==> src/hw/rtl/stepper_ramp_pulse_scheduler_macros.svh <==
// Assertion macros shared by the stepper ramp scheduler RTL.
`ifndef STEPPER_RAMP_PULSE_SCHEDULER_MACROS_SVH
`define STEPPER_RAMP_PULSE_SCHEDULER_MACROS_SVH

`ifndef SYNTHESIS

`define SRPS_ASSERT_NOW(label, clk, rst_n, ante, cons) \
    label: assert property (@(posedge clk) disable iff (!rst_n) (ante) |-> (cons)) \
        else $error("srps assertion failed");

`define SRPS_ASSERT_NEXT(label, clk, rst_n, ante, cons) \
    label: assert property (@(posedge clk) disable iff (!rst_n) (ante) |=> (cons)) \
        else $error("srps assertion failed");

`else

`define SRPS_ASSERT_NOW(label, clk, rst_n, ante, cons)

`define SRPS_ASSERT_NEXT(label, clk, rst_n, ante, cons)

`endif

`endif

==> src/hw/rtl/srps_pkg.sv <==
// Types and constants of the stepper ramp pulse scheduler.
`timescale 1ns / 1ps

package srps_pkg;

    localparam int COUNT_BITS_DEF = 23;
    localparam int PULSE_BITS_DEF = 24;
    localparam int MOVE_BITS      = 24;
    localparam int RATE_BITS      = 16;
    localparam int FRS_BITS       = 23;
    localparam int CFG_PUL_BITS   = 24;
    localparam int CFG_IDX_BITS   = 3;
    localparam int CFG_DATA_BITS  = 24;

    localparam logic [RATE_BITS-1:0]    RST_ACCEL  = 16'd1000;
    localparam logic [RATE_BITS-1:0]    RST_DECEL  = 16'd1000;
    localparam logic [CFG_PUL_BITS-1:0] RST_C0     = 24'd1000;
    localparam logic [CFG_PUL_BITS-1:0] RST_CRUISE = 24'd1000;

    typedef enum logic [2:0] {
        FN_START = 3'd0,
        FN_STEP  = 3'd1,
        FN_ALTER = 3'd2,
        FN_BRAKE = 3'd3,
        FN_STOP  = 3'd4
    } t_func;

    typedef enum logic [2:0] {
        REG_MODE   = 3'd0,
        REG_ACCEL  = 3'd1,
        REG_DECEL  = 3'd2,
        REG_FRS    = 3'd3,
        REG_C0     = 3'd4,
        REG_CRUISE = 3'd5
    } t_cfg_reg;

    typedef enum logic [1:0] {
        MS_STOPPED = 2'd0,
        MS_ACCEL   = 2'd1,
        MS_CRUISE  = 2'd2,
        MS_DECEL   = 2'd3
    } t_mstate;

    typedef enum logic [2:0] {
        ST_IDLE = 3'd0,
        ST_MUL  = 3'd1,
        ST_LOAD = 3'd2,
        ST_DIV  = 3'd3,
        ST_ADV  = 3'd4,
        ST_DONE = 3'd5
    } t_state;

    typedef enum logic [2:0] {
        OP_PLAN1 = 3'd0,
        OP_PLAN2 = 3'd1,
        OP_BRAKE = 3'd2,
        OP_REC1  = 3'd3,
        OP_REC2  = 3'd4
    } t_op;

    typedef struct packed {
        logic start;
        logic done;
    } t_div_hs;

endpackage

==> src/hw/rtl/srps_div.sv <==
// Bit-serial restoring unsigned divider, one quotient bit per cycle.
`timescale 1ns / 1ps

module srps_div import srps_pkg::*; #(
    parameter int NB = 39,
    parameter int DB = 25
) (
    input  logic          i_clk,
    input  logic          i_rst_n,
    input  logic          i_start,
    input  logic [NB-1:0] i_dividend,
    input  logic [DB-1:0] i_divisor,
    output logic          o_done,
    output logic [NB-1:0] o_quotient,
    output logic [DB-1:0] o_remainder
);

    localparam int CW = $clog2(NB + 1);

    logic          r_busy, n_busy;
    logic          r_done, n_done;
    logic [CW-1:0] r_cnt, n_cnt;
    logic [NB-1:0] r_q, n_q;
    logic [DB-1:0] r_rem, n_rem;
    logic [DB-1:0] r_div, n_div;
    logic [DB:0]   w_sh;
    logic [DB:0]   w_diff;
    t_div_hs       w_hs;

    assign w_sh   = {r_rem, r_q[NB-1]};
    assign w_diff = w_sh - {1'b0, r_div};

    always_comb begin
        n_busy = r_busy;
        n_done = 1'b0;
        n_cnt  = r_cnt;
        n_q    = r_q;
        n_rem  = r_rem;
        n_div  = r_div;
        if (i_start) begin
            n_busy = 1'b1;
            n_cnt  = CW'(NB);
            n_q    = i_dividend;
            n_rem  = '0;
            n_div  = i_divisor;
        end else if (r_busy) begin
            // The trial subtraction decides one quotient bit.
            if (!w_diff[DB]) begin
                n_rem = w_diff[DB-1:0];
                n_q   = {r_q[NB-2:0], 1'b1};
            end else begin
                n_rem = w_sh[DB-1:0];
                n_q   = {r_q[NB-2:0], 1'b0};
            end
            n_cnt = r_cnt - CW'(1);
            if (r_cnt == CW'(1)) begin
                n_busy = 1'b0;
                n_done = 1'b1;
            end
        end
    end

    always_ff @(posedge i_clk) begin
        if (!i_rst_n) begin
            r_busy <= 1'b0;
            r_done <= 1'b0;
            r_cnt  <= '0;
        end else begin
            r_busy <= n_busy;
            r_done <= n_done;
            r_cnt  <= n_cnt;
        end
    end

    always_ff @(posedge i_clk) begin
        r_q   <= n_q;
        r_rem <= n_rem;
        r_div <= n_div;
    end

    always_comb begin
        w_hs.start = i_start;
        w_hs.done  = r_done;
    end

    assign o_done      = w_hs.done;
    assign o_quotient  = r_q;
    assign o_remainder = r_rem;

endmodule

==> src/hw/rtl/stepper_ramp_pulse_scheduler.sv <==
// Top level of the stepper move planner and step interval generator.
`timescale 1ns / 1ps
`include "stepper_ramp_pulse_scheduler_macros.svh"

// One word in gives one word out. Start, alter and brake plan or trim a move;
// each step word returns the interval to wait before the next step and then
// advances the interval by the integer Austin recurrence. Words are handled
// one at a time. Stop, a cruise brake, a constant speed step and a simple
// alter use neither the multiplier nor the divider. A ramp start and a brake
// while accelerating form one product and one quotient; a ramp start whose
// move is too short for the full ramp forms two of each. A ramp step forms
// two quotients. The bit-serial divider is NB = max(COUNT_BITS + 16, 35)
// bits long and gives one quotient bit a cycle. Products are formed by a
// serial shift-add. A finished word waits in the output register while the
// next word is accepted.
module stepper_ramp_pulse_scheduler import srps_pkg::*; #(
    parameter int COUNT_BITS = COUNT_BITS_DEF,
    parameter int PULSE_BITS = PULSE_BITS_DEF
) (
    input  logic                     i_clk,
    input  logic                     i_rst_n,
    input  logic                     i_valid,
    output logic                     o_stall,
    input  logic [2:0]               i_func,
    input  logic [MOVE_BITS-1:0]     i_move_steps,
    output logic                     o_valid,
    input  logic                     i_stall,
    output logic [PULSE_BITS-1:0]    o_interval,
    output logic                     o_step_issued,
    output logic                     o_direction,
    output logic [1:0]               o_motion_state,
    output logic [COUNT_BITS-1:0]    o_steps_left,
    output logic [COUNT_BITS-1:0]    o_steps_dropped,
    input  logic                     i_cfg_we,
    input  logic [CFG_IDX_BITS-1:0]  i_cfg_idx,
    input  logic [CFG_DATA_BITS-1:0] i_cfg_data
);

    localparam int NB = (COUNT_BITS + 16 > 35) ? COUNT_BITS + 16 : 35;
    localparam int DB = (COUNT_BITS + 2 > 17) ? COUNT_BITS + 2 : 17;
    localparam logic [31:0] CNT_LIM = (32'd1 << COUNT_BITS) - 32'd1;
    localparam logic [32:0] PUL_LIM = (33'd1 << PULSE_BITS) - 33'd1;
    localparam logic [COUNT_BITS-1:0] CNT_MAX = CNT_LIM[COUNT_BITS-1:0];
    localparam logic [PULSE_BITS-1:0] PUL_MAX = PUL_LIM[PULSE_BITS-1:0];
    localparam logic [4:0] MUL_STEPS = 5'(RATE_BITS);

    // Configuration registers.
    logic                    r_mode;
    logic [RATE_BITS-1:0]    r_accel, r_decel;
    logic [FRS_BITS-1:0]     r_frs;
    logic [CFG_PUL_BITS-1:0] r_c0, r_cruise;

    t_state                  r_state, n_state;
    t_op                     r_op, n_op;
    logic [COUNT_BITS-1:0]   r_remaining, n_remaining;
    logic [COUNT_BITS-1:0]   r_taken, n_taken;
    logic [COUNT_BITS-1:0]   r_up, n_up;
    logic [COUNT_BITS-1:0]   r_down, n_down;
    logic [PULSE_BITS-1:0]   r_pulse, n_pulse;
    logic [31:0]             r_carry, n_carry;
    logic                    r_dir, n_dir;
    logic [PULSE_BITS-1:0]   r_interval, n_interval;
    logic                    r_issued, n_issued;
    logic [COUNT_BITS-1:0]   r_dropped, n_dropped;
    logic [COUNT_BITS+15:0]  r_mul_acc, n_mul_acc;
    logic [COUNT_BITS-1:0]   r_mul_cand, n_mul_cand;
    logic [4:0]              r_cnt, n_cnt;
    logic [NB-1:0]           r_div_n, n_div_n;
    logic [DB-1:0]           r_div_d, n_div_d;
    logic                    r_div_go, n_div_go;
    logic                    r_nneg, n_nneg;
    logic                    r_dneg, n_dneg;
    logic                    r_out_valid, n_out_valid;
    logic [PULSE_BITS-1:0]   r_out_interval, n_out_interval;
    logic                    r_out_issued, n_out_issued;
    logic                    r_out_dir, n_out_dir;
    t_mstate                 r_out_ms, n_out_ms;
    logic [COUNT_BITS-1:0]   r_out_left, n_out_left;
    logic [COUNT_BITS-1:0]   r_out_dropped, n_out_dropped;

    logic [RATE_BITS-1:0]    w_a, w_d;
    t_mstate                 w_st;
    logic [24:0]             w_mag25;
    logic [COUNT_BITS-1:0]   w_mag;
    logic [COUNT_BITS-1:0]   w_frs_sat;
    logic [COUNT_BITS:0]     w_mul_sum;
    logic [NB:0]             w_num;
    logic [NB-1:0]           w_num_mag;
    logic [NB+1:0]           w_np_raw;
    logic [PULSE_BITS-1:0]   w_np;
    logic [COUNT_BITS-1:0]   w_q_sat;
    logic [31:0]             w_rem_clamp;
    logic                    w_div_done;
    logic [NB-1:0]           w_quot;
    logic [DB-1:0]           w_rmd;
    logic [32:0]             w_sum33;

    function automatic logic [PULSE_BITS-1:0] sat_pul(input logic [CFG_PUL_BITS-1:0] v);
        logic [32:0] vw;
        vw = 33'(v);
        if (vw > PUL_LIM) return PUL_MAX;
        return PULSE_BITS'(vw);
    endfunction

    always_ff @(posedge i_clk) begin
        if (!i_rst_n) begin
            r_mode   <= 1'b0;
            r_accel  <= RST_ACCEL;
            r_decel  <= RST_DECEL;
            r_frs    <= '0;
            r_c0     <= RST_C0;
            r_cruise <= RST_CRUISE;
        end else if (i_cfg_we) begin
            case (i_cfg_idx)
                REG_MODE:   r_mode   <= i_cfg_data[0];
                REG_ACCEL:  r_accel  <= i_cfg_data[RATE_BITS-1:0];
                REG_DECEL:  r_decel  <= i_cfg_data[RATE_BITS-1:0];
                REG_FRS:    r_frs    <= i_cfg_data[FRS_BITS-1:0];
                REG_C0:     r_c0     <= i_cfg_data[CFG_PUL_BITS-1:0];
                REG_CRUISE: r_cruise <= i_cfg_data[CFG_PUL_BITS-1:0];
                default: ;
            endcase
        end
    end

    assign w_a = (r_accel == '0) ? RATE_BITS'(1) : r_accel;
    assign w_d = (r_decel == '0) ? RATE_BITS'(1) : r_decel;

    always_comb begin
        if (r_remaining == '0)
            w_st = MS_STOPPED;
        else if (r_remaining <= r_down)
            w_st = MS_DECEL;
        else if (r_taken <= r_up)
            w_st = MS_ACCEL;
        else
            w_st = MS_CRUISE;
    end

    // Magnitude of the signed move, saturated to the counter range.
    assign w_mag25 = i_move_steps[MOVE_BITS-1]
                   ? 25'(25'd0 - {1'b1, i_move_steps})
                   : {1'b0, i_move_steps};
    assign w_mag     = ({7'd0, w_mag25} > CNT_LIM) ? CNT_MAX : COUNT_BITS'(w_mag25);
    assign w_frs_sat = (32'(r_frs) > CNT_LIM) ? CNT_MAX : COUNT_BITS'(r_frs);

    assign w_mul_sum = (COUNT_BITS+1)'(r_mul_acc[COUNT_BITS+15:16])
                     + (r_mul_acc[0] ? (COUNT_BITS+1)'(r_mul_cand) : '0);

    // Recurrence numerator 2c + r, signed in NB+1 bits.
    assign w_num     = (NB+1)'({r_pulse, 1'b0}) + {{(NB+1-32){r_carry[31]}}, r_carry};
    assign w_num_mag = w_num[NB] ? NB'((NB+1)'(0) - w_num) : w_num[NB-1:0];

    srps_div #(
        .NB (NB),
        .DB (DB)
    ) u_div (
        .i_clk       (i_clk),
        .i_rst_n     (i_rst_n),
        .i_start     (r_div_go),
        .i_dividend  (r_div_n),
        .i_divisor   (r_div_d),
        .o_done      (w_div_done),
        .o_quotient  (w_quot),
        .o_remainder (w_rmd)
    );

    assign w_np_raw = (r_nneg ^ r_dneg)
                    ? (NB+2)'(r_pulse) + (NB+2)'(w_quot)
                    : (NB+2)'(r_pulse) - (NB+2)'(w_quot);

    always_comb begin
        if (w_np_raw[NB+1])
            w_np = '0;
        else if (w_np_raw > (NB+2)'(PUL_LIM))
            w_np = PUL_MAX;
        else
            w_np = PULSE_BITS'(w_np_raw);
    end

    assign w_q_sat = (w_quot > NB'(CNT_LIM)) ? CNT_MAX : COUNT_BITS'(w_quot);

    // The remainder takes the sign of the numerator; clamp to 32 bits signed.
    always_comb begin
        if (!r_nneg)
            w_rem_clamp = ({{(64-DB){1'b0}}, w_rmd} > 64'h7FFF_FFFF)
                        ? 32'h7FFF_FFFF : 32'(w_rmd);
        else
            w_rem_clamp = ({{(64-DB){1'b0}}, w_rmd} > 64'h8000_0000)
                        ? 32'h8000_0000 : 32'(64'd0 - {{(64-DB){1'b0}}, w_rmd});
    end

    assign w_sum33 = 33'(r_remaining) + 33'(w_mag);

    always_comb begin
        logic plan;
        plan           = 1'b0;
        n_state        = r_state;
        n_op           = r_op;
        n_remaining    = r_remaining;
        n_taken        = r_taken;
        n_up           = r_up;
        n_down         = r_down;
        n_pulse        = r_pulse;
        n_carry        = r_carry;
        n_dir          = r_dir;
        n_interval     = r_interval;
        n_issued       = r_issued;
        n_dropped      = r_dropped;
        n_mul_acc      = r_mul_acc;
        n_mul_cand     = r_mul_cand;
        n_cnt          = r_cnt;
        n_div_n        = r_div_n;
        n_div_d        = r_div_d;
        n_div_go       = 1'b0;
        n_nneg         = r_nneg;
        n_dneg         = r_dneg;
        n_out_valid    = r_out_valid && i_stall;
        n_out_interval = r_out_interval;
        n_out_issued   = r_out_issued;
        n_out_dir      = r_out_dir;
        n_out_ms       = r_out_ms;
        n_out_left     = r_out_left;
        n_out_dropped  = r_out_dropped;

        case (r_state)
            ST_IDLE: begin
                if (i_valid) begin
                    n_interval = '0;
                    n_issued   = 1'b0;
                    n_dropped  = '0;
                    n_state    = ST_DONE;
                    case (i_func)
                        FN_START: plan = 1'b1;
                        FN_STEP: begin
                            if (r_remaining != '0) begin
                                n_interval  = r_pulse;
                                n_issued    = 1'b1;
                                n_remaining = r_remaining - COUNT_BITS'(1);
                                if (r_taken != CNT_MAX)
                                    n_taken = r_taken + COUNT_BITS'(1);
                                n_state = ST_ADV;
                            end
                        end
                        FN_ALTER: begin
                            if (w_st == MS_ACCEL || w_st == MS_CRUISE) begin
                                if (!i_move_steps[MOVE_BITS-1]) begin
                                    n_remaining = (w_sum33 > 33'(CNT_LIM))
                                                ? CNT_MAX : COUNT_BITS'(w_sum33);
                                end else if (33'(r_remaining) > 33'(r_down) + 33'(w_mag)) begin
                                    n_remaining = r_remaining - w_mag;
                                end else begin
                                    n_remaining = r_down;
                                end
                            end else if (w_st == MS_STOPPED) begin
                                plan = 1'b1;
                            end
                        end
                        FN_BRAKE: begin
                            if (w_st == MS_CRUISE) begin
                                n_remaining = r_down;
                            end else if (w_st == MS_ACCEL) begin
                                n_op       = OP_BRAKE;
                                n_mul_acc  = {COUNT_BITS'(0), w_a};
                                n_mul_cand = r_taken;
                                n_cnt      = MUL_STEPS;
                                n_state    = ST_MUL;
                            end
                        end
                        FN_STOP: begin
                            n_dropped   = r_remaining;
                            n_remaining = '0;
                        end
                        default: ;
                    endcase
                    if (plan) begin
                        n_dir       = !i_move_steps[MOVE_BITS-1];
                        n_remaining = w_mag;
                        n_taken     = '0;
                        n_carry     = '0;
                        if (r_mode) begin
                            n_up       = w_frs_sat;
                            n_pulse    = sat_pul(r_c0);
                            n_op       = OP_PLAN1;
                            n_mul_acc  = {COUNT_BITS'(0), w_a};
                            n_mul_cand = w_frs_sat;
                            n_cnt      = MUL_STEPS;
                            n_state    = ST_MUL;
                        end else begin
                            n_up    = '0;
                            n_down  = '0;
                            n_pulse = sat_pul(r_cruise);
                        end
                    end
                end
            end
            ST_MUL: begin
                if (r_cnt != '0) begin
                    n_mul_acc = {w_mul_sum, r_mul_acc[15:1]};
                    n_cnt     = r_cnt - 5'd1;
                end else begin
                    n_state = ST_LOAD;
                end
            end
            ST_LOAD: begin
                n_div_go = 1'b1;
                n_state  = ST_DIV;
                if (r_op == OP_REC1 || r_op == OP_REC2) begin
                    n_div_n = w_num_mag;
                    n_nneg  = w_num[NB];
                end else begin
                    n_div_n = NB'(r_mul_acc);
                    n_nneg  = 1'b0;
                    n_dneg  = 1'b0;
                    n_div_d = (r_op == OP_PLAN2)
                            ? DB'(17'(w_a) + 17'(w_d)) : DB'(w_d);
                end
            end
            ST_DIV: begin
                if (w_div_done) begin
                    case (r_op)
                        OP_PLAN1: begin
                            n_down  = w_q_sat;
                            n_state = ST_DONE;
                            // A short move shares its length between the ramps.
                            if ((COUNT_BITS+1)'(r_remaining)
                                    < (COUNT_BITS+1)'(r_up) + (COUNT_BITS+1)'(w_q_sat)) begin
                                n_op       = OP_PLAN2;
                                n_mul_acc  = {COUNT_BITS'(0), w_d};
                                n_mul_cand = r_remaining;
                                n_cnt      = MUL_STEPS;
                                n_state    = ST_MUL;
                            end
                        end
                        OP_PLAN2: begin
                            n_up    = COUNT_BITS'(w_quot);
                            n_down  = r_remaining - COUNT_BITS'(w_quot);
                            n_state = ST_DONE;
                        end
                        OP_BRAKE: begin
                            n_remaining = w_q_sat;
                            n_state     = ST_DONE;
                        end
                        OP_REC1: begin
                            n_pulse = w_np;
                            n_op    = OP_REC2;
                            n_state = ST_LOAD;
                        end
                        OP_REC2: begin
                            n_carry = w_rem_clamp;
                            n_state = ST_DONE;
                        end
                        default: n_state = ST_DONE;
                    endcase
                end
            end
            ST_ADV: begin
                n_state = ST_DONE;
                if (r_mode) begin
                    if (w_st == MS_ACCEL) begin
                        if (r_taken < r_up) begin
                            n_div_d = DB'({r_taken, 2'b01});
                            n_dneg  = 1'b0;
                            n_op    = OP_REC1;
                            n_state = ST_LOAD;
                        end else begin
                            n_pulse = sat_pul(r_cruise);
                        end
                    end else if (w_st == MS_DECEL) begin
                        // Braking divides by 1 - 4m, held here as its magnitude.
                        n_div_d = DB'({r_remaining, 2'b00}) - DB'(1);
                        n_dneg  = 1'b1;
                        n_op    = OP_REC1;
                        n_state = ST_LOAD;
                    end
                end
            end
            ST_DONE: begin
                if (!r_out_valid || !i_stall) begin
                    n_out_valid    = 1'b1;
                    n_out_interval = r_interval;
                    n_out_issued   = r_issued;
                    n_out_dir      = r_dir;
                    n_out_ms       = w_st;
                    n_out_left     = r_remaining;
                    n_out_dropped  = r_dropped;
                    n_state        = ST_IDLE;
                end
            end
            default: n_state = ST_IDLE;
        endcase
    end

    always_ff @(posedge i_clk) begin
        if (!i_rst_n) begin
            r_state     <= ST_IDLE;
            r_op        <= OP_PLAN1;
            r_remaining <= '0;
            r_taken     <= '0;
            r_up        <= '0;
            r_down      <= '0;
            r_pulse     <= '0;
            r_carry     <= '0;
            r_dir       <= 1'b0;
            r_cnt       <= '0;
            r_div_go    <= 1'b0;
            r_out_valid <= 1'b0;
        end else begin
            r_state     <= n_state;
            r_op        <= n_op;
            r_remaining <= n_remaining;
            r_taken     <= n_taken;
            r_up        <= n_up;
            r_down      <= n_down;
            r_pulse     <= n_pulse;
            r_carry     <= n_carry;
            r_dir       <= n_dir;
            r_cnt       <= n_cnt;
            r_div_go    <= n_div_go;
            r_out_valid <= n_out_valid;
        end
    end

    always_ff @(posedge i_clk) begin
        r_interval     <= n_interval;
        r_issued       <= n_issued;
        r_dropped      <= n_dropped;
        r_mul_acc      <= n_mul_acc;
        r_mul_cand     <= n_mul_cand;
        r_div_n        <= n_div_n;
        r_div_d        <= n_div_d;
        r_nneg         <= n_nneg;
        r_dneg         <= n_dneg;
        r_out_interval <= n_out_interval;
        r_out_issued   <= n_out_issued;
        r_out_dir      <= n_out_dir;
        r_out_ms       <= n_out_ms;
        r_out_left     <= n_out_left;
        r_out_dropped  <= n_out_dropped;
    end

    assign o_stall         = (r_state != ST_IDLE);
    assign o_valid         = r_out_valid;
    assign o_interval      = r_out_interval;
    assign o_step_issued   = r_out_issued;
    assign o_direction     = r_out_dir;
    assign o_motion_state  = r_out_ms;
    assign o_steps_left    = r_out_left;
    assign o_steps_dropped = r_out_dropped;

    `SRPS_ASSERT_NEXT(a_accept_busy, i_clk, i_rst_n, i_valid && !o_stall, r_state != ST_IDLE)
    `SRPS_ASSERT_NOW(a_no_step_no_interval, i_clk, i_rst_n, o_valid && !o_step_issued, o_interval == '0)
    `SRPS_ASSERT_NOW(a_stopped_iff_empty, i_clk, i_rst_n, o_valid, (o_steps_left == '0) == (o_motion_state == MS_STOPPED))
    `SRPS_ASSERT_NOW(a_div_done_in_div, i_clk, i_rst_n, w_div_done, r_state == ST_DIV)

endmodule

==> config.mk <==
export PLATFORM = sky130hd
export DESIGN_NAME = stepper_ramp_pulse_scheduler
export DESIGN_NICKNAME = d
export VERILOG_FILES = /design/src/hw/rtl/srps_pkg.sv /design/src/hw/rtl/srps_div.sv /design/src/hw/rtl/stepper_ramp_pulse_scheduler.sv
export VERILOG_INCLUDE_DIRS = /design/src /design/src/hw/rtl
export SDC_FILE = /design/constraint.sdc
export NUM_CORES = 2
export LEC_CHECK = 0
export BUFFER_PORTS_ARGS = -buffer_cell sky130_fd_sc_hd__buf_2
export CORE_UTILIZATION = 61
export CTS_CLUSTER_DIAMETER = 50
export DETAILED_ROUTE_END_ITERATION = 12
export PLACE_DENSITY_LB_ADDON = 0.3
export SYNTH_ARGS = -nofsm -noshare
export SYNTH_HDL_FRONTEND = slang
export SYNTH_SLANG_ARGS = --single-unit
==> constraint.sdc <==
create_clock -name i_clk -period 17.3 [get_ports i_clk]
set_input_delay 0.865 -clock i_clk [delete_from_list [all_inputs] [get_ports i_clk]]
set_output_delay 0.865 -clock i_clk [all_outputs]
set_load 0.02 [all_outputs]
Word level (Yosys, flattened, before mapping)
Cells that the tools add are included.
- register bits after elaboration: 613
- bits of input ports: 59
- add/sub/neg operators: 19
- magnitude comparators: 9
- equality and inequality tests: 49
- muxes and demuxes: 152
- bitwise operators: 3
- reductions and logical operators: 49
- operators with widths (cell ; count):
    $mux W23 ; 35
    $mux W39 ; 14
    $mux W24 ; 10
    $pmux W23 S2 ; 5
    $mux W25 ; 7
    $mux W32 ; 5
    $pmux W39 S3 ; 1
    $add A23 B23 Y24 ; 4
    $pmux W23 S4 ; 1
    $mux W3 ; 25
    $pmux W24 S3 ; 1
    $pmux W32 S2 ; 1
    $mux W5 ; 10
    $pmux W25 S2 ; 1
    $le A23 B23 Y1 ; 2
    $sub A23 B23 Y23 ; 2
    $gt A41 B24 Y1 const B ; 1
    $mux W41 ; 1
    $add A24 B39 Y40 ; 1
    $sub A24 B39 Y40 ; 1
    $gt A39 B23 Y1 const B ; 1
    $sub A1 B33 Y34 const A ; 1
    $add A26 B32 Y33 ; 1
    $logic_not A16 Y1 ; 2
    other kinds (56) ; 148

Logic depth before layout (Yosys ltp)
- depth in word-level cells: 13
- depth in mapped cells: 34
- depth with buffers taken out: 31

Hierarchy
Synthesis repeated with hierarchy kept, for this count alone.
- cells, all modules: 5154
- area total of the unflattened synthesis: 44026.0 um^2
- modules (own cells, without submodules) (module ; instances ; cells an instance ; area an instance (um^2) ; sequential area each (um^2)):
    stepper_ramp_pulse_scheduler ; 1 ; 4645 ; 38534.5 ; 12712.2
    srps_div ; 1 ; 509 ; 5491.5 ; 2582.5

Worst setup path after synthesis
OpenSTA, ideal clock, no wires.
- kind: register to register
- from: register u_div.r_q[33] (netlist: u_div.o_quotient[33])
- to: register r_mul_acc[0], enable pin
- setup time: 484 ps
- data arrival time: 8736 ps
- setup slack: 8081 ps
- cell stages (with the launch flop): 32
- buffers on the path: 3
- clock period less this slack: 9219 ps
- path through: edfxtp_1 > clkbuf_1 > nor4_1 > nor3b_1 > nand2b_1 > or3_1 > clkbuf_1 > clkbuf_1 > or3_1 > ha_1 > nor2b_1 > o21ai_0 > a21oi_1 > o21ai_0 > a21oi_1 > a41o_1 > o41ai_1 > or3_1 > a31oi_1 > a21oi_1 > nand2b_1 > a221o_1 > ha_1 > nand2_1 > nor2_1 > o21ai_0 > o21ai_0 > a2111oi_0 > o41ai_1 > o211ai_1 > a41oi_1 > nor3_1
- cells in the longest elaborated chain, start to end: 6
- RTL lines (item ; line ; RTL):
    from (decl) ; srps_div.sv:23 ; logic [NB-1:0] r_q, n_q;
    from (signal assigned) ; srps_div.sv:76 ; r_q <= n_q;
    $gt A39 B23 Y1 ; stepper_ramp_pulse_scheduler.sv:181 ; assign w_q_sat = (w_quot > NB'(CNT_LIM)) ? CNT_MAX : COUNT_BITS'(w_quot);
    $mux W23 ; stepper_ramp_pulse_scheduler.sv:181 ;
    $add A23 B23 Y24 ; stepper_ramp_pulse_scheduler.sv:327 ; < (COUNT_BITS+1)'(r_up) + (COUNT_BITS+1)'(w_q_sat)) begin
    $lt A23 B24 Y1 ; stepper_ramp_pulse_scheduler.sv:327 ;
    $ne A2 B2 Y1 (no line) ; n/a ;
    $reduce_and A6 Y1 (no line) ; n/a ;
    to (signal assigned) ; stepper_ramp_pulse_scheduler.sv:428 ; r_mul_acc <= n_mul_acc;
    to (decl) ; stepper_ramp_pulse_scheduler.sv:65 ; logic [COUNT_BITS+15:0] r_mul_acc, n_mul_acc;
No other way between the ends.
A chain may end at the register's enable or synchronous reset.

Final worst setup path
- from: register u_div.r_q[29] (netlist: u_div.o_quotient[29])
- to: register r_cnt[3]
- cells in the longest elaborated chain, start to end: 6
- RTL lines (item ; line ; RTL):
    $gt A39 B23 Y1 ; stepper_ramp_pulse_scheduler.sv:181 ;
    $mux W23 ; stepper_ramp_pulse_scheduler.sv:181 ;
    $add A23 B23 Y24 ; stepper_ramp_pulse_scheduler.sv:327 ;
    $lt A23 B24 Y1 ; stepper_ramp_pulse_scheduler.sv:327 ;
    $ne A2 B2 Y1 (no line) ; n/a ;
    $reduce_and A6 Y1 (no line) ; n/a ;
    to (signal assigned) ; stepper_ramp_pulse_scheduler.sv:418 ; r_cnt <= n_cnt;
    to (decl) ; stepper_ramp_pulse_scheduler.sv:67 ; logic [4:0] r_cnt, n_cnt;
No other way between the ends.

==> results.sh <==
export IMPL_synthDistinctLibCells=89
export IMPL_io_pins=135
export IMPL_grt_usage_pct=43.2
export IMPL_holdPathStages=0
export IMPL_cpMostUsedCell="a21oi_1"
export IMPL_grt_pass1_wl_mm=232
export IMPL_hold_viol=0
export IMPL_synthCells=5069
export IMPL_final_cell_count_no_fill=6084
export IMPL_antenna_found_initial=1
export IMPL_fp_dieH_um=268
export IMPL_drc=0
export IMPL_routed_wl_mm=158
export IMPL_p_leak_nw=19.2
export IMPL_cts_hold_buf=0
export IMPL_r2r_slack_ns=8.43
export IMPL_final_cell_mix="nand2_1 (655), nor2_1 (362), ha_1 (353)"
export IMPL_seqPwrFrac_pct=25.2
export IMPL_routed_via_density=6.74
export IMPL_post_route_min_period_ns=8.87
export IMPL_synthSimpleGateAreaFrac_pct=19.1
export IMPL_finClkSkew_ns=0.0591
export IMPL_start_util_pct=61.6
export IMPL_clk_latency_ns=0.66
export IMPL_worst_setup_path_end_kind="register"
export IMPL_first_pass_iters=8
export IMPL_synth_top_area_cell="edfxtp_1"
export IMPL_maxSlewViolCount=0
export IMPL_wl_per_cell_um=26.0
export IMPL_power_density_nw_per_um2=205
export IMPL_r2r_end="r_cnt[3]"
export IMPL_cts_tree="yes"
export IMPL_ys_top_cells_by_area="edfxtp_1 (22%), dfxtp_1 (14%), ha_1 (10%)"
export IMPL_slowest_delay_ns=0.81
export IMPL_setup_viol=0
export IMPL_antenna_left=0
export IMPL_post_dp_hpwl_mm=117
export IMPL_crit_start="u_div.o_quotient[29]"
export IMPL_cts_buffer_depth=3
export IMPL_crit_slowest_cell="nor4_1"
export IMPL_synth_top_area_share_pct=21.9
export IMPL_synthArstFlopShare_pct=0
export IMPL_cp_start_kind="register"
export IMPL_synth_edf_count=314
export IMPL_drt_iter0_drc=5451
export IMPL_synthMuxAreaShare_pct=2.28
export IMPL_synth_compound_area_share_pct=21.6
export IMPL_cts_buffers=87
export IMPL_ir_worst_vdd_uv=244
export IMPL_dpl_cell_count=5919
export IMPL_via_count=41000
export IMPL_synth_top_family_by_area="compound AO/OA/AOI/OAI gates"
export IMPL_ys_warn_count=0
export IMPL_cts_resized=0
export IMPL_cts_max_level=3
export IMPL_cap_violations=0
export IMPL_rr_startpoint="u_div.o_quotient[29]"
export IMPL_synth_ff_latch_count=607
export IMPL_fin_total_pwr_mw=9.72
export IMPL_clock_sinks=607
export IMPL_arrival_ns=9.35
export IMPL_final_area_um2=47500
export IMPL_port_buffers=134
export IMPL_rows=97
export IMPL_final_setup_tns_ns=0
export IMPL_clkPwrFrac_pct=18.4
export IMPL_syn_to_final_growth_pct=10.1
export IMPL_rsz0062_at_grt="no"
export IMPL_postSynthAreaPerCell_um2=8.50
export IMPL_cts_root_buf="clkbuf_16"
export IMPL_synthAdderAreaFrac_pct=10.8
export IMPL_dieWidth_um=268
export IMPL_ys_seq_area_share_pct=35.5
export IMPL_dpl_cell_area_um2=44500
export IMPL_r2r_cells=31
export IMPL_grt_pass1_vias=37400
export IMPL_worstHoldPathType="register to register"
export IMPL_fmax_mhz=113
export IMPL_place_gp_congestion=1.07
export IMPL_dieArea_um2=71700
export IMPL_status="completed"
export IMPL_mostFrequentLayoutCell="nand2_1"
export IMPL_min_to="o_steps_dropped[15]"
export IMPL_crit_type="register to register"
export IMPL_min_from="r_dropped[15]"
export IMPL_core_area_um2=70000
export IMPL_syn_nets=5493
export IMPL_switching_share_pct=48.9
export IMPL_cellInternalPower_mw=4.97
export IMPL_final_nets=5492
export IMPL_relSlewSlack_pct=15.7
export IMPL_drive_gt1_share_pct=8.89
export IMPL_switchingPower_mw=4.75
export IMPL_fin_crit_sh_pct=51.3
export IMPL_synthXorXnorAreaFrac_pct=6.07
export IMPL_worst_pin_slew_ns=1.26
export IMPL_ys_flop_type="edfxtp_1"
export IMPL_path_clk_slew_ns=0.07
export IMPL_combinationalPowerShare_pct=56.5
export IMPL_grt_overflow_total=0
export IMPL_cp_max_fo=22
export IMPL_grt_start_max_net_pins=81
export IMPL_worstPathRequired_ns=17.79
export IMPL_synth_area_um2=43100
export IMPL_cts_setup_buffers=0
[layer usage]
layer	share of wire [%]	up-vias	wire length, µm	global-route usage [%]
met2	41	2751	65100	62.2
met1	39	19300	62000	57.8
met5	0.013	-	20	0
met3	13	536	20600	12.2
li1	-	18500	-	-
met4	6.5	2	10300	25.0
[stage by stage]
| step | hold slack [ns] | worst slack, ns | utilization [%] |
|---|---|---|---|
| after floorplan | 0.400 | 8.08 | - |
| after global placement | 0.400 | 8.86 | 63.6 |
| after detailed placement | 0.405 | 8.82 | 63.6 |
| after CTS | 0.413 | 8.76 | 67.8 |
| after global routing | 0.414 | 8.06 | 67.8 |
| final | 0.412 | 8.43 | 67.8 |
[power groups by stage]
stage | Combinational, mW | Clock (mW) | Sequential, mW
6_report | 5.49 | 1.79 | 2.45
5_1_grt | 5.85 | 1.85 | 2.45
4_1_cts | 5.28 | 1.79 | 2.41
3_5_place_dp | 5.23 | 0 | 2.44
3_3_place_gp | 5.18 | 0 | 2.43
2_1_floorplan | 3.66 | 0 | 2.27
[worst max-delay path by stage]
stage / end / cells after the start
after floorplan: r_mul_acc[0] / 31
after global placement: r_mul_acc[30] / 29
after detailed placement: r_mul_acc[30] / 29
after CTS: r_mul_acc[28] / 29
after global routing: r_cnt[3] / 31
final: r_cnt[3] / 31
[synthesized netlist by cell type (all sizes together) (83+ instances only)]
cell    instances
nor2          366
nand3         131
ha            354
edfxtp        314
xor2          124
a21o          103
clkbuf        264
nor3          100
o21ai         326
nand2         657
dfxtp         293
a21oi         350
xnor2         175
and2          117
inv           233
a211oi         83
[kinds of logic (layout without fill, tap and decap cells)]
group,after synthesis,in the layout
muxes,96,96
xor gates and xnor gates,299,299
adders and majority gates,365,365
and+or+nand+nor,1747,1747
DFF,607,607
AOI/OAI and AO/OA,1427,1427
buffers and inverters,528,601
other,0,2
[flip-flops by register name (all words and copies together), names as in the netlist, 25 cells and up]
| name | count |
|---|---|
| r_mul_acc | 39 |
| r_div_n | 39 |
| r_div_d | 25 |
| u_div.o_remainder | 25 |
| u_div.o_quotient | 39 |
| u_div.r_div | 25 |
| r_carry | 26 |
[worst max-delay path, delay by kind of cell, from the launching register on]
family / cells / cell delay (ns)
AO/OA/AOI/OAI: 15 / 3.97
adder cells (fa/ha/maj): 3 / 0.66
buffers and inverters: 2 / 0.30
flip-flops: 1 / 0.52
AND/OR/NAND/NOR: 11 / 3.22
[layout make-up]
class                      count  area, µm²
clock buffer                 101       2280
sequential                   607      15300
tap                          940       1180
fill                        5784      22600
timing repair buffer         204       1200
inverter                     234        883
multi-input combinational   3934      26000
clock inverter                62        648
antenna                        2       5.00
Power figures use the tool's default switching activity.
